==> src/sv/kwm_pkg.sv <==
// ----------------------------------------------------------------------------
// kwm_pkg
// Types, constants and codes shared by the newest-first merge block.
// ----------------------------------------------------------------------------
package kwm_pkg;

    localparam int LISTS_DEFAULT = 8;

    localparam logic [1:0] OP_START = 2'd0;
    localparam logic [1:0] OP_HEAD  = 2'd1;
    localparam logic [1:0] OP_END   = 2'd2;

    localparam logic [1:0] KIND_ROW    = 2'd0;
    localparam logic [1:0] KIND_REFILL = 2'd1;
    localparam logic [1:0] KIND_DONE   = 2'd2;

    localparam logic [1:0] CFG_LIST_COUNT = 2'd0;
    localparam logic [1:0] CFG_PAGE_LIMIT = 2'd1;
    localparam logic [1:0] CFG_SKIP_COUNT = 2'd2;

    typedef enum logic [1:0] {
        ST_ENDED   = 2'd0,
        ST_PENDING = 2'd1,
        ST_VALID   = 2'd2
    } slot_status_t;

    typedef enum logic [2:0] {
        FSM_IDLE,
        FSM_SCAN,
        FSM_DECIDE,
        FSM_OUT1,
        FSM_OUT2
    } fsm_state_t;

    typedef struct packed {
        logic [1:0]         op;
        logic [2:0]         list_index;
        logic [63:0]        issued_time;
        logic [7:0]         severity;
        logic [7:0]         field_code;
        logic [7:0]         edge_code;
        logic signed [31:0] reading;
        logic               is_resolved;
        logic [63:0]        resolved_time;
    } in_item_t;

    typedef struct packed {
        logic [1:0]         kind;
        logic [2:0]         source_list;
        logic [63:0]        out_issued_time;
        logic [7:0]         out_severity;
        logic [7:0]         out_field_code;
        logic [7:0]         out_edge_code;
        logic signed [31:0] out_reading;
        logic               out_resolved;
        logic [63:0]        out_resolved_time;
        logic               last;
    } out_item_t;

    // Row payload held in each cell.
    typedef struct packed {
        logic [63:0]        issued_time;
        logic [7:0]         severity;
        logic [7:0]         field_code;
        logic [7:0]         edge_code;
        logic signed [31:0] reading;
        logic               is_resolved;
        logic [63:0]        resolved_time;
    } row_t;

    // Candidate travelling along the chain during a scan.
    typedef struct packed {
        logic        found;
        logic [63:0] best_time;
        logic [5:0]  best_index;
        row_t        row;
    } cand_t;

endpackage

==> src/sv/kway_newest_first_merge.sv <==
// ----------------------------------------------------------------------------
// kway_newest_first_merge
// Merges up to LISTS newest-first lists into one newest-first page.
// ----------------------------------------------------------------------------
//
//   Channel   Direction  Payload     Handshake
//   in        input      in_item_t   in_valid / in_stall
//   out       output     out_item_t  out_valid / out_stall
//   cfg       input      index,data  cfg_we
//
// A head row or end mark for the last pending list starts a selection: the
// candidate register walks the chain of cells, one cell per cycle, then one
// or two results follow. Items that leave a list pending go from the decide
// state straight back to idle. The input is stalled while a request is being
// worked on or its results wait at the output. Reset clears all slot status
// to ended and drops any active query; head rows are not cleared, as a slot
// is read only once it holds a valid head.
// ----------------------------------------------------------------------------
module kway_newest_first_merge
    import kwm_pkg::*;
#(
    parameter int LISTS = LISTS_DEFAULT
)
(
    input  logic        clk,
    input  logic        rst_n,
    input  logic        in_valid,
    output logic        in_stall,
    input  in_item_t    in_data,
    output logic        out_valid,
    input  logic        out_stall,
    output out_item_t   out_data,
    input  logic        cfg_we,
    input  logic [1:0]  cfg_index,
    input  logic [24:0] cfg_data
);

    localparam int IDX_W = (LISTS > 1) ? $clog2(LISTS) : 1;
    localparam int CNT_W = $clog2(LISTS + 1);

    // Configuration registers.
    logic [3:0]  list_count_reg;
    logic [6:0]  page_limit_reg;
    logic [24:0] skip_count_reg;

    always_ff @(posedge clk or negedge rst_n)
    begin
        if (!rst_n)
        begin
            list_count_reg <= 4'd1;
            page_limit_reg <= 7'd4;
            skip_count_reg <= '0;
        end
        else if (cfg_we)
        begin
            unique case (cfg_index)
                CFG_LIST_COUNT: list_count_reg <= cfg_data[3:0];
                CFG_PAGE_LIMIT: page_limit_reg <= cfg_data[6:0];
                CFG_SKIP_COUNT: skip_count_reg <= cfg_data;
                default: ;
            endcase
        end
    end

    // Query state.
    fsm_state_t  state_reg, state_next;
    logic [24:0] skip_left_reg, skip_left_next;
    logic [6:0]  emitted_reg, emitted_next;
    logic        active_reg, active_next;
    logic [CNT_W-1:0] scan_reg, scan_next;
    cand_t       cand_reg, cand_next;
    out_item_t   res1_reg, res1_next, res2_reg, res2_next;
    logic        two_reg, two_next;

    // Cell chain. Every cell sees the candidate register; only the cell whose
    // turn it is may replace it.
    slot_status_t status    [LISTS];
    cand_t        cand_link [LISTS];
    logic [LISTS-1:0] load_en, set_en, scan_en;
    slot_status_t set_status [LISTS];
    row_t         load_row;
    logic         any_pending;

    assign load_row = '{issued_time: in_data.issued_time, severity: in_data.severity,
                        field_code: in_data.field_code, edge_code: in_data.edge_code,
                        reading: in_data.reading, is_resolved: in_data.is_resolved,
                        resolved_time: in_data.is_resolved ? in_data.resolved_time : 64'd0};

    genvar g;
    generate
        for (g = 0; g < LISTS; g++)
        begin : g_cell
            kwm_cell #(.IDX_W(IDX_W)) u_cell
            (
                .clk        (clk),
                .rst_n      (rst_n),
                .my_index   (IDX_W'(g)),
                .load_en    (load_en[g]),
                .load_row   (load_row),
                .set_en     (set_en[g]),
                .set_status (set_status[g]),
                .scan_en    (scan_en[g]),
                .cand_in    (cand_reg),
                .cand_out   (cand_link[g]),
                .status     (status[g])
            );
        end
    endgenerate

    always_comb
    begin
        any_pending = 1'b0;
        for (int i = 0; i < LISTS; i++)
        begin
            if (status[i] == ST_PENDING)
            begin
                any_pending = 1'b1;
            end
        end
    end

    logic in_acc;
    logic out_acc;
    logic idx_ok;
    logic [3:0] n_lists;

    assign in_stall = (state_reg != FSM_IDLE);
    assign in_acc   = in_valid && !in_stall;
    assign out_acc  = out_valid && !out_stall;
    assign idx_ok   = (32'(in_data.list_index) < LISTS);
    assign n_lists  = (32'(list_count_reg) > LISTS) ? 4'(LISTS) : list_count_reg;

    // Pick up the candidate from the current cell during a scan.
    logic [IDX_W-1:0] scan_idx;
    assign scan_idx = scan_reg[IDX_W-1:0];

    always_comb
    begin
        state_next     = state_reg;
        skip_left_next = skip_left_reg;
        emitted_next   = emitted_reg;
        active_next    = active_reg;
        scan_next      = scan_reg;
        cand_next      = cand_reg;
        res1_next      = res1_reg;
        res2_next      = res2_reg;
        two_next       = two_reg;
        load_en        = '0;
        set_en         = '0;
        scan_en        = '0;
        for (int i = 0; i < LISTS; i++)
        begin
            set_status[i] = ST_PENDING;
        end
        out_valid = 1'b0;
        out_data  = res1_reg;

        unique case (state_reg)
            FSM_IDLE:
            begin
                if (in_acc)
                begin
                    if (in_data.op == OP_START)
                    begin
                        for (int i = 0; i < LISTS; i++)
                        begin
                            set_en[i]     = 1'b1;
                            set_status[i] = (i < 32'(n_lists)) ? ST_PENDING : ST_ENDED;
                        end
                        skip_left_next = skip_count_reg;
                        emitted_next   = '0;
                        active_next    = 1'b1;
                        state_next     = FSM_DECIDE;
                        scan_next      = '0;
                        cand_next      = '0;
                    end
                    else if ((in_data.op == OP_HEAD || in_data.op == OP_END) && active_reg
                             && idx_ok && status[in_data.list_index[IDX_W-1:0]] == ST_PENDING)
                    begin
                        set_en[in_data.list_index[IDX_W-1:0]] = 1'b1;
                        if (in_data.op == OP_HEAD)
                        begin
                            load_en[in_data.list_index[IDX_W-1:0]]    = 1'b1;
                            set_status[in_data.list_index[IDX_W-1:0]] = ST_VALID;
                        end
                        else
                        begin
                            set_status[in_data.list_index[IDX_W-1:0]] = ST_ENDED;
                        end
                        state_next = FSM_DECIDE;
                        scan_next  = '0;
                        cand_next  = '0;
                    end
                end
            end

            FSM_DECIDE:
            begin
                // Status now settled; either nothing to do, finish, or scan.
                if (any_pending)
                begin
                    state_next = FSM_IDLE;
                end
                else if (emitted_reg >= page_limit_reg)
                begin
                    active_next = 1'b0;
                    res1_next   = '0;
                    res1_next.kind = KIND_DONE;
                    res1_next.last = 1'b1;
                    two_next    = 1'b0;
                    state_next  = FSM_OUT1;
                end
                else
                begin
                    state_next = FSM_SCAN;
                end
            end

            FSM_SCAN:
            begin
                scan_en[scan_idx] = 1'b1;
                cand_next = cand_link[scan_idx];
                if (32'(scan_reg) == LISTS - 1)
                begin
                    res1_next = '0;
                    res2_next = '0;
                    if (!cand_next.found)
                    begin
                        active_next    = 1'b0;
                        res1_next.kind = KIND_DONE;
                        res1_next.last = 1'b1;
                        two_next       = 1'b0;
                    end
                    else if (skip_left_reg != '0)
                    begin
                        skip_left_next = skip_left_reg - 25'd1;
                        set_en[cand_next.best_index[IDX_W-1:0]]     = 1'b1;
                        set_status[cand_next.best_index[IDX_W-1:0]] = ST_PENDING;
                        res1_next.kind        = KIND_REFILL;
                        res1_next.source_list = cand_next.best_index[2:0];
                        res1_next.last        = 1'b1;
                        two_next              = 1'b0;
                    end
                    else
                    begin
                        set_en[cand_next.best_index[IDX_W-1:0]]     = 1'b1;
                        set_status[cand_next.best_index[IDX_W-1:0]] = ST_PENDING;
                        emitted_next = emitted_reg + 7'd1;
                        res1_next.kind              = KIND_ROW;
                        res1_next.source_list       = cand_next.best_index[2:0];
                        res1_next.out_issued_time   = cand_next.row.issued_time;
                        res1_next.out_severity      = cand_next.row.severity;
                        res1_next.out_field_code    = cand_next.row.field_code;
                        res1_next.out_edge_code     = cand_next.row.edge_code;
                        res1_next.out_reading       = cand_next.row.reading;
                        res1_next.out_resolved      = cand_next.row.is_resolved;
                        res1_next.out_resolved_time = cand_next.row.resolved_time;
                        two_next = 1'b1;
                        res2_next.last = 1'b1;
                        if (emitted_next >= page_limit_reg)
                        begin
                            active_next    = 1'b0;
                            res2_next.kind = KIND_DONE;
                        end
                        else
                        begin
                            res2_next.kind        = KIND_REFILL;
                            res2_next.source_list = cand_next.best_index[2:0];
                        end
                    end
                    state_next = FSM_OUT1;
                end
                else
                begin
                    scan_next = scan_reg + CNT_W'(1);
                end
            end

            FSM_OUT1:
            begin
                out_valid = 1'b1;
                out_data  = res1_reg;
                if (out_acc)
                begin
                    state_next = two_reg ? FSM_OUT2 : FSM_IDLE;
                end
            end

            FSM_OUT2:
            begin
                out_valid = 1'b1;
                out_data  = res2_reg;
                if (out_acc)
                begin
                    state_next = FSM_IDLE;
                end
            end

            default: state_next = FSM_IDLE;
        endcase
    end

    always_ff @(posedge clk or negedge rst_n)
    begin
        if (!rst_n)
        begin
            state_reg     <= FSM_IDLE;
            skip_left_reg <= '0;
            emitted_reg   <= '0;
            active_reg    <= 1'b0;
            scan_reg      <= '0;
            two_reg       <= 1'b0;
        end
        else
        begin
            state_reg     <= state_next;
            skip_left_reg <= skip_left_next;
            emitted_reg   <= emitted_next;
            active_reg    <= active_next;
            scan_reg      <= scan_next;
            two_reg       <= two_next;
        end
    end

    always_ff @(posedge clk)
    begin
        cand_reg <= cand_next;
        res1_reg <= res1_next;
        res2_reg <= res2_next;
    end

endmodule

==> src/sv/kwm_cell.sv <==
// ----------------------------------------------------------------------------
// kwm_cell
// One list slot: holds its head row and status, and on its turn in a scan
// offers its head to the candidate register if it beats the best so far.
// ----------------------------------------------------------------------------
module kwm_cell
    import kwm_pkg::*;
#(
    parameter int IDX_W = 3
)
(
    input  logic               clk,
    input  logic               rst_n,
    input  logic [IDX_W-1:0]   my_index,
    input  logic               load_en,
    input  row_t               load_row,
    input  logic               set_en,
    input  slot_status_t       set_status,
    input  logic               scan_en,
    input  cand_t              cand_in,
    output cand_t              cand_out,
    output slot_status_t       status
);

    row_t         row_reg;
    slot_status_t status_reg;
    slot_status_t status_next;

    always_ff @(posedge clk)
    begin
        if (load_en)
        begin
            row_reg <= load_row;
        end
    end

    always_comb
    begin
        status_next = status_reg;
        if (set_en)
        begin
            status_next = set_status;
        end
    end

    always_ff @(posedge clk or negedge rst_n)
    begin
        if (!rst_n)
        begin
            status_reg <= ST_ENDED;
        end
        else
        begin
            status_reg <= status_next;
        end
    end

    // A strictly greater time wins, so on a tie the earlier (lower) slot stays.
    always_comb
    begin
        cand_out = cand_in;
        if (scan_en && status_reg == ST_VALID && row_reg.issued_time > cand_in.best_time)
        begin
            cand_out.found      = 1'b1;
            cand_out.best_time  = row_reg.issued_time;
            cand_out.best_index = 6'(my_index);
            cand_out.row        = row_reg;
        end
    end

    assign status = status_reg;

endmodule
==> config.mk <==
export PLATFORM = sky130hd
export DESIGN_NAME = kway_newest_first_merge
export DESIGN_NICKNAME = d
export VERILOG_FILES = /design/src/sv/kwm_pkg.sv /design/src/sv/kway_newest_first_merge.sv /design/src/sv/kwm_cell.sv
export SDC_FILE = /design/constraint.sdc
export NUM_CORES = 2
export LEC_CHECK = 0
export ABC_AREA = 1
export BUFFER_PORTS_ARGS = -buffer_cell sky130_fd_sc_hd__buf_4
export CORE_UTILIZATION = 41
export DETAILED_ROUTE_END_ITERATION = 8
export PLACE_DENSITY = 0.62
export SYNTH_ARGS = -nofsm -noshare
export SYNTH_HDL_FRONTEND = slang
export SYNTH_SLANG_ARGS = --single-unit
==> constraint.sdc <==
create_clock -name clk -period 26.8 [get_ports clk]
set_clock_uncertainty 0.2 [all_clocks]
set_input_delay 5.36 -clock clk [delete_from_list [all_inputs] [get_ports clk]]
set_output_delay 5.36 -clock clk [all_outputs]
set_load 0.005 [all_outputs]
[Word level (Yosys, flattened, before mapping)]
Index checks and enable logic that the tools add are counted.
Word-level totals
  register bits: 2026
  word-level logic and storage cells: 334
  bits of input ports: 222
Operators by class
  add/sub/neg operators: 3
  reduce and logical (&&, ||, !) cells: 49
  mux-type cells: 114
  order comparisons: 28
  bitwise gates (word level): 4
  equality and inequality tests: 40
Operators with widths (count)
  two-way mux 256 bit: 13
  binary-select mux 256 bit (select 3 bit): 1
  two-way mux 191 bit: 4
  greater-than comparator 64 bit: 8
  case mux 256 bit (2 select lines): 1
  case mux 191 bit (2 select lines): 1
  two-way mux 188 bit: 1
  two-way mux 185 bit: 1
  two-way mux 25 bit: 5
  two-way mux 8 bit: 11
  two-way mux 16 bit: 5
  two-way mux 64 bit: 1
  case mux 25 bit (2 select lines): 1
  two-way mux 7 bit: 5
  two-way mux 1 bit: 33
  nonzero test 25 bit: 1
  subtractor 25 x 1 -> 25 bit, second input constant: 1
  logical AND 1 bit: 24
  two-way mux 4 bit: 6
  equality test 2 x 1 -> 1 bit, second input constant: 11
  != test 2 bit, second input constant: 11
  two-way mux 3 bit: 7
  equality test 2 bit, second input constant: 10
  less-than comparator 3 x 4 -> 1 bit, first input constant: 4
  other kinds (42): 72

[Logic depth before layout (Yosys ltp)]
  word-level depth: 18
  depth in mapped cells: 28
  depth with buffers taken out: 27

[Hierarchy]
From an unflattened synthesis, not the netlist that was laid out.
Unflattened totals
  cell total of the unflattened synthesis: 15385
  area total of the unflattened synthesis: 123340.8 sq um
Modules (own cells, without submodules)
  kwm_cell at g_cell[3].u_cell ...: seq. area each 5605.4 sq um, instances 5, area each 10657.7 sq um, cells an instance 1232
  kway_newest_first_merge: seq. area each 15532.4 sq um, instances 1, area each 38349.3 sq um, cells an instance 5526
  kwm_cell at g_cell[0].u_cell ...: seq. area each 5605.4 sq um, instances 3, area each 10567.6 sq um, cells an instance 1233

[Least setup slack after synthesis]
No wires, ideal clock.
  path kind: in2reg
  from: input port in_data[189] (netlist bit)
  to: register cand_reg[0] (netlist bit), enable pin
  library setup time: 1319 ps
  buffers on the path: 1
  slack: -704 ps
  arrival: 25985 ps
  cell stages on the path: 5
  cell sequence: inv_1 ha_1 inv_1 buf_1 a311oi_1
Between the ends
  longest elaborated chain between the ends: 6
RTL lines
  start: declaration: RTL line kway_newest_first_merge.sv:29  | input in_item_t in_data,
  equality test 2 x 1 -> 1 bit or equality test 2 bit (tied branches): RTL line kway_newest_first_merge.sv:177  | else if ((in_data.op == OP_HEAD || in_data.op == OP_END) && active_reg
  logical OR 1 bit: RTL line kway_newest_first_merge.sv:177
  logical AND 1 bit: RTL line kway_newest_first_merge.sv:177
  logical AND 1 bit: RTL line kway_newest_first_merge.sv:178  | && idx_ok && status[in_data.list_index[IDX_W-1:0]] == ST_PENDING)
  != test 3 bit (no line) (*)
  AND reduction 3 bit (no line) (*)
  end signal: assignment: RTL line kway_newest_first_merge.sv:327  | cand_reg <= cand_next;
  end: declaration: RTL line kway_newest_first_merge.sv:71  | cand_t cand_reg, cand_next;
Every way passes the cells marked *; elsewhere a longest branch is shown, timed or not.
A chain may end at the register's enable or synchronous reset.

[Worst setup path after layout]
  from: input port in_data[189] (netlist bit)
  to: register g_cell[0].u_cell.row_reg[77] (netlist bit), enable pin
Between the ends
  longest elaborated chain between the ends: 8
RTL lines
  equality test 2 x 1 -> 1 bit or equality test 2 bit (tied branches): RTL line kway_newest_first_merge.sv:177, kway_newest_first_merge.sv:181
  logical OR 1 bit: RTL line kway_newest_first_merge.sv:177
  logical AND 1 bit: RTL line kway_newest_first_merge.sv:177
  logical AND 1 bit: RTL line kway_newest_first_merge.sv:178
  two-way mux 8 bit: RTL line kway_newest_first_merge.sv:177
  two-way mux 8 bit (*): RTL line kway_newest_first_merge.sv:163  | if (in_data.op == OP_START)
  two-way mux 8 bit (*): RTL line kway_newest_first_merge.sv:161  | if (in_acc)
  two-way mux 8 bit (*): RTL line kway_newest_first_merge.sv:158  | unique case (state_reg)
  named net g_cell[0].u_cell.load_en: RTL line kwm_cell.sv:15  | input logic load_en,
  end signal: assignment: RTL line kwm_cell.sv:33  | row_reg <= load_row;
  end: declaration: RTL line kwm_cell.sv:25  | row_t row_reg;
The timed path passes the listed nets; every way through them passes the cells marked *.

==> key figures <==
Status
  – Run status: completed

Cells and area
  – Syn-to-layout area delta: 11.72%
  – Util after Layout: around 46%
  – # nets final: about 14000
  – Fraction of layout cells with a size suffix above 1: 8.067%
  – Largest register FFs: about 1500
  – Design area: between 100000 and 150000 um2
  – FILL cells: between 20000 and 30000

Worst setup path
  – Worst Path Arrival: slightly below 10000 ps
  – Worst EP required: ~27000 ps
  – Critical R2R Launch: cand_reg[254]$_SDFFCE_PN0P_
  – Crit Path Class: input pin to flip-flop
  – Worst Setup Start Kind: input pin
  – Endpoint class of the critical path: flip-flop
  – Worst setup path start: in_data[189]
  – Cell Chain, Critical Path: buf_4, inv_1, ha_1, inv_1, nand3_1, nor2_4, buf_4, buf_4
  – Slowest-stage cell, CP: nor2_4
  – CP max stage delay: approximately 1200 ps
  – Crit-path most repeated cell: buf_4
  – Crit-path max FO: 43

Yosys
  – Async S/R FF share, synth: under 10%
  – Post-Syn Instances: between 10000 and 15000
  – Yosys warns: 0
  – Mapped Area: around 110000 um2
  – Synth Area per Inst: 8.745 um2
  – Number of enable flip-flop cells after synthesis: slightly below 2000
  – Seq/Total Area, Yosys: 52.78%
  – Synth cell types: 59
  – Post-synthesis register bit count: just over 2000
  – Most used DFF post-synth: edfxtp_1
  – Post-synth net total: around 14000

Power and ir drop
  – Internal: just under 6 mW
  – Combinational share of power: ~15%
  – Net Sw Frac: a little over a quarter
  – Sequential Power Share: 45.4%
  – Pleak: 52.07 nW
  – Power per cell area: ~64 nW/um2
  – Maximum VDD drop: around 65 uV
  – Clock power share: ~40%
  – NetSw: approximately 2.2 mW

STA
  – Slew Limit Fails: 0
  – Worst slew pin tran: between 1000 and 1500 ps
  – RSZ-0062 raised after global routing: false
  – Tcrit/Tclk final: 35.25%
  – Tmin final: about 9400 ps
  – Fin Setup TNS: 0 ps
  – Slew HR: 15.82%
  – Hold Vio Cnt, Final: 0
  – Max frequency: approximately 110 MHz
  – Final setup vio count: 0

Drt
  – Antenna viol nets, final: 0
  – DRT Pass-1 Iters: 7
  – Vias per cell: approximately 5.6
  – First DRT Iteration DRCs: around 11000
  – Total Wirelength: 387.5 mm
  – DRC: 0
  – Via count: approximately 95000
  – Routed WL per cell: around 23 um

Global route
  – First-pass GRT wire length: roughly 570 mm
  – Pin count of the biggest net entering global routing: 186
  – Initial antenna violation count: between 40 and 50
  – Total GRT Usage: between 20 and 30%
  – Global route overflow: 0
  – Vias in the first global route: 87510

Hold path
  – Min-Delay Startpoint: active_reg$_DFFE_PN0P_
  – Worst hold path class: flip-flop to flip-flop

Floorplan
  – Die height: approximately 530 um
  – Core Region: 276700 um2
  – Die footprint: between 200000 and 300000 um2
  – Num rows: 193
  – Initial Util: between 40% and 50%
  – IO Count: roughly 420
  – Die Wd: between 500 and 600 um

Clock tree
  – Worst-Skew Late Latency: roughly 920 ps
  – TritonCTS clock tree: built
  – H-tree depth: 4
  – CTS root buffer: clkbuf_16
  – Postcts setup bufs: 0
  – Num Clock Sinks: 2023
  – Clk slew on worst S/H paths: 60 ps
  – Post-cts gate resize count: 0
  – Total CTS buffers: 230
  – Hold buffer count at CTS: 0
  – Max clock buf depth: 4

Placement
  – # port buffers: around 410
  – GPL Wtd Cong: a little over 0.9
  – Detail Placement HPWL: 229.2 mm
  – DP Area: between 100000 and 150000 um2

Run
  – Max Cap Viol: 0
area by class of cell:
class | instances | area [um2] | share of cell area (%)
Tap cell | 3705 | 4636 | 3.633
Sequential cell | 2023 | 60290 | 47.24
Multi-Input combinational cell | 9065 | 46310 | 36.29
Clock inverter | 150 | 1620 | 1.270
Antenna cell | 11 | 27.53 | 0.02157
Timing Repair Buffer | 540 | 4279 | 3.353
Clock buffer | 266 | 5922 | 4.641
Inverter | 1195 | 4533 | 3.552
power by group through the flow:
stage               sequential [mW]  combinational (mW)  clock, mW
finish                         3.68                1.19       3.24
global route                   3.70                1.36       3.39
CTS                            3.68                1.19       3.27
detailed placement             3.75                1.18          0
global placement               3.75                1.16          0
floorplan                      3.77               0.824          0
layer usage:
| metal | vias up | part of all wire, % | routed length, um | track usage [%] |
|---|---|---|---|---|
| met5 | - | 0.094 | 366 | 0 |
| met4 | 56 | 3.9 | 15160 | 9.990 |
| met3 | 804 | 9.8 | 38130 | 5.177 |
| met2 | 4478 | 45 | 172800 | 42.30 |
| met1 | 44430 | 42 | 161000 | 36.69 |
| li1 | 44830 | - | - | - |
cells by family after synthesis:
logic type      count (synthesis)  share of synthesized area, %
xor+xnor                       11                       0.08435
compound gates               3298                         15.81
flops                        2023                         52.78
buf+inv                      1975                         6.886
fa+ha+maj                     531                         5.816
simple gates                 5220                         18.58
mux                             5                       0.04819
placed cells by master, fill, tap and decap left out, types with 45 or more instances in the layout:
cell	instances
or2_0	45
buf_4	522
nand4_1	59
ha_1	531
nor3_2	64
clkinv_1	60
o21ai_0	1295
o211ai_1	519
clkbuf_16	231
nor2_1	1032
nand3_1	468
edfxtp_1	1930
nor3_1	46
dfrtp_1	90
nand2_1	3375
a21oi_1	1220
o21ai_1	159
or2_2	66
inv_1	1166
per-stage QoR:
stage / total power [mW] / setup slack, ps / hold slack (ps) / instances
finish: 8.117 / 17350 / 282.5 / 16960
global placement: 4.909 / 16660 / 266.4 / 16530
global route: 8.444 / 17200 / 314.9 / 16950
CTS: 8.141 / 17460 / 285.7 / 16940
floorplan: 4.591 / 9105 / 242.2 / 13060
detailed placement: 4.927 / 16550 / 270.0 / 16530
worst max-delay path, delay by kind of cell:
family                   cells  cell delay [ps]
adder cells (fa/ha/maj)      1              250
AND/OR/NAND/NOR              2             1870
buffers and inverters        5             2100
worst paths after layout:
path / slack [ps] / cells past startpoint / end
max in group asynchronous: 21000 / 2 / g_cell[6].u_cell.status[0]$_DFFE_PN0P_
setup / recovery: 17350 / 8 / g_cell[0].u_cell.row_reg[77]$_DFFE_PP_
hold reg to reg: 280 / 2 / active_reg$_DFFE_PN0P_
min in group asynchronous: 4180 / 1 / skip_count_reg[15]$_DFFE_PN0P_
hold / removal: 280 / 2 / active_reg$_DFFE_PN0P_
setup reg to reg: 19680 / 20 / res1_reg[17]$_SDFFCE_PP0P_
synth_stat cells, types with 5 or more instances:
cell type / number / area, um2
nor3_2: 64 / 640.6
a31oi_1: 5 / 31.28
buf_6: 18 / 202.7
a21oi_1: 1220 / 6106
clkinv_1: 10 / 37.54
inv_1: 1170 / 4392
o21ai_1: 159 / 795.8
o21a_1: 34 / 255.2
buf_4: 12 / 90.09
edfxtp_1: 1930 / 57960
nand2_2: 5 / 31.28
o221ai_1: 7 / 61.31
o211ai_1: 519 / 3896
nand3_1: 468 / 2342
nand4_1: 59 / 369.1
nor4_1: 6 / 37.54
inv_2: 15 / 56.30
nor3_1: 46 / 230.2
o21ai_0: 1295 / 6481
ha_1: 531 / 6644
buf_1: 103 / 386.6
or2_2: 66 / 412.9
a21o_1: 8 / 60.06
nor2_2: 8 / 50.05
dfrtp_1: 91 / 2277
o21bai_1: 15 / 112.6
clkbuf_1: 429 / 1610
nand2_1: 3380 / 12690
or2_0: 45 / 281.5
o22ai_1: 19 / 118.9
xor2_1: 9 / 78.83
nor3b_1: 7 / 52.55
nor2_1: 1046 / 3926
buf_2: 218 / 1091
(Power assumes the default switching activity.)
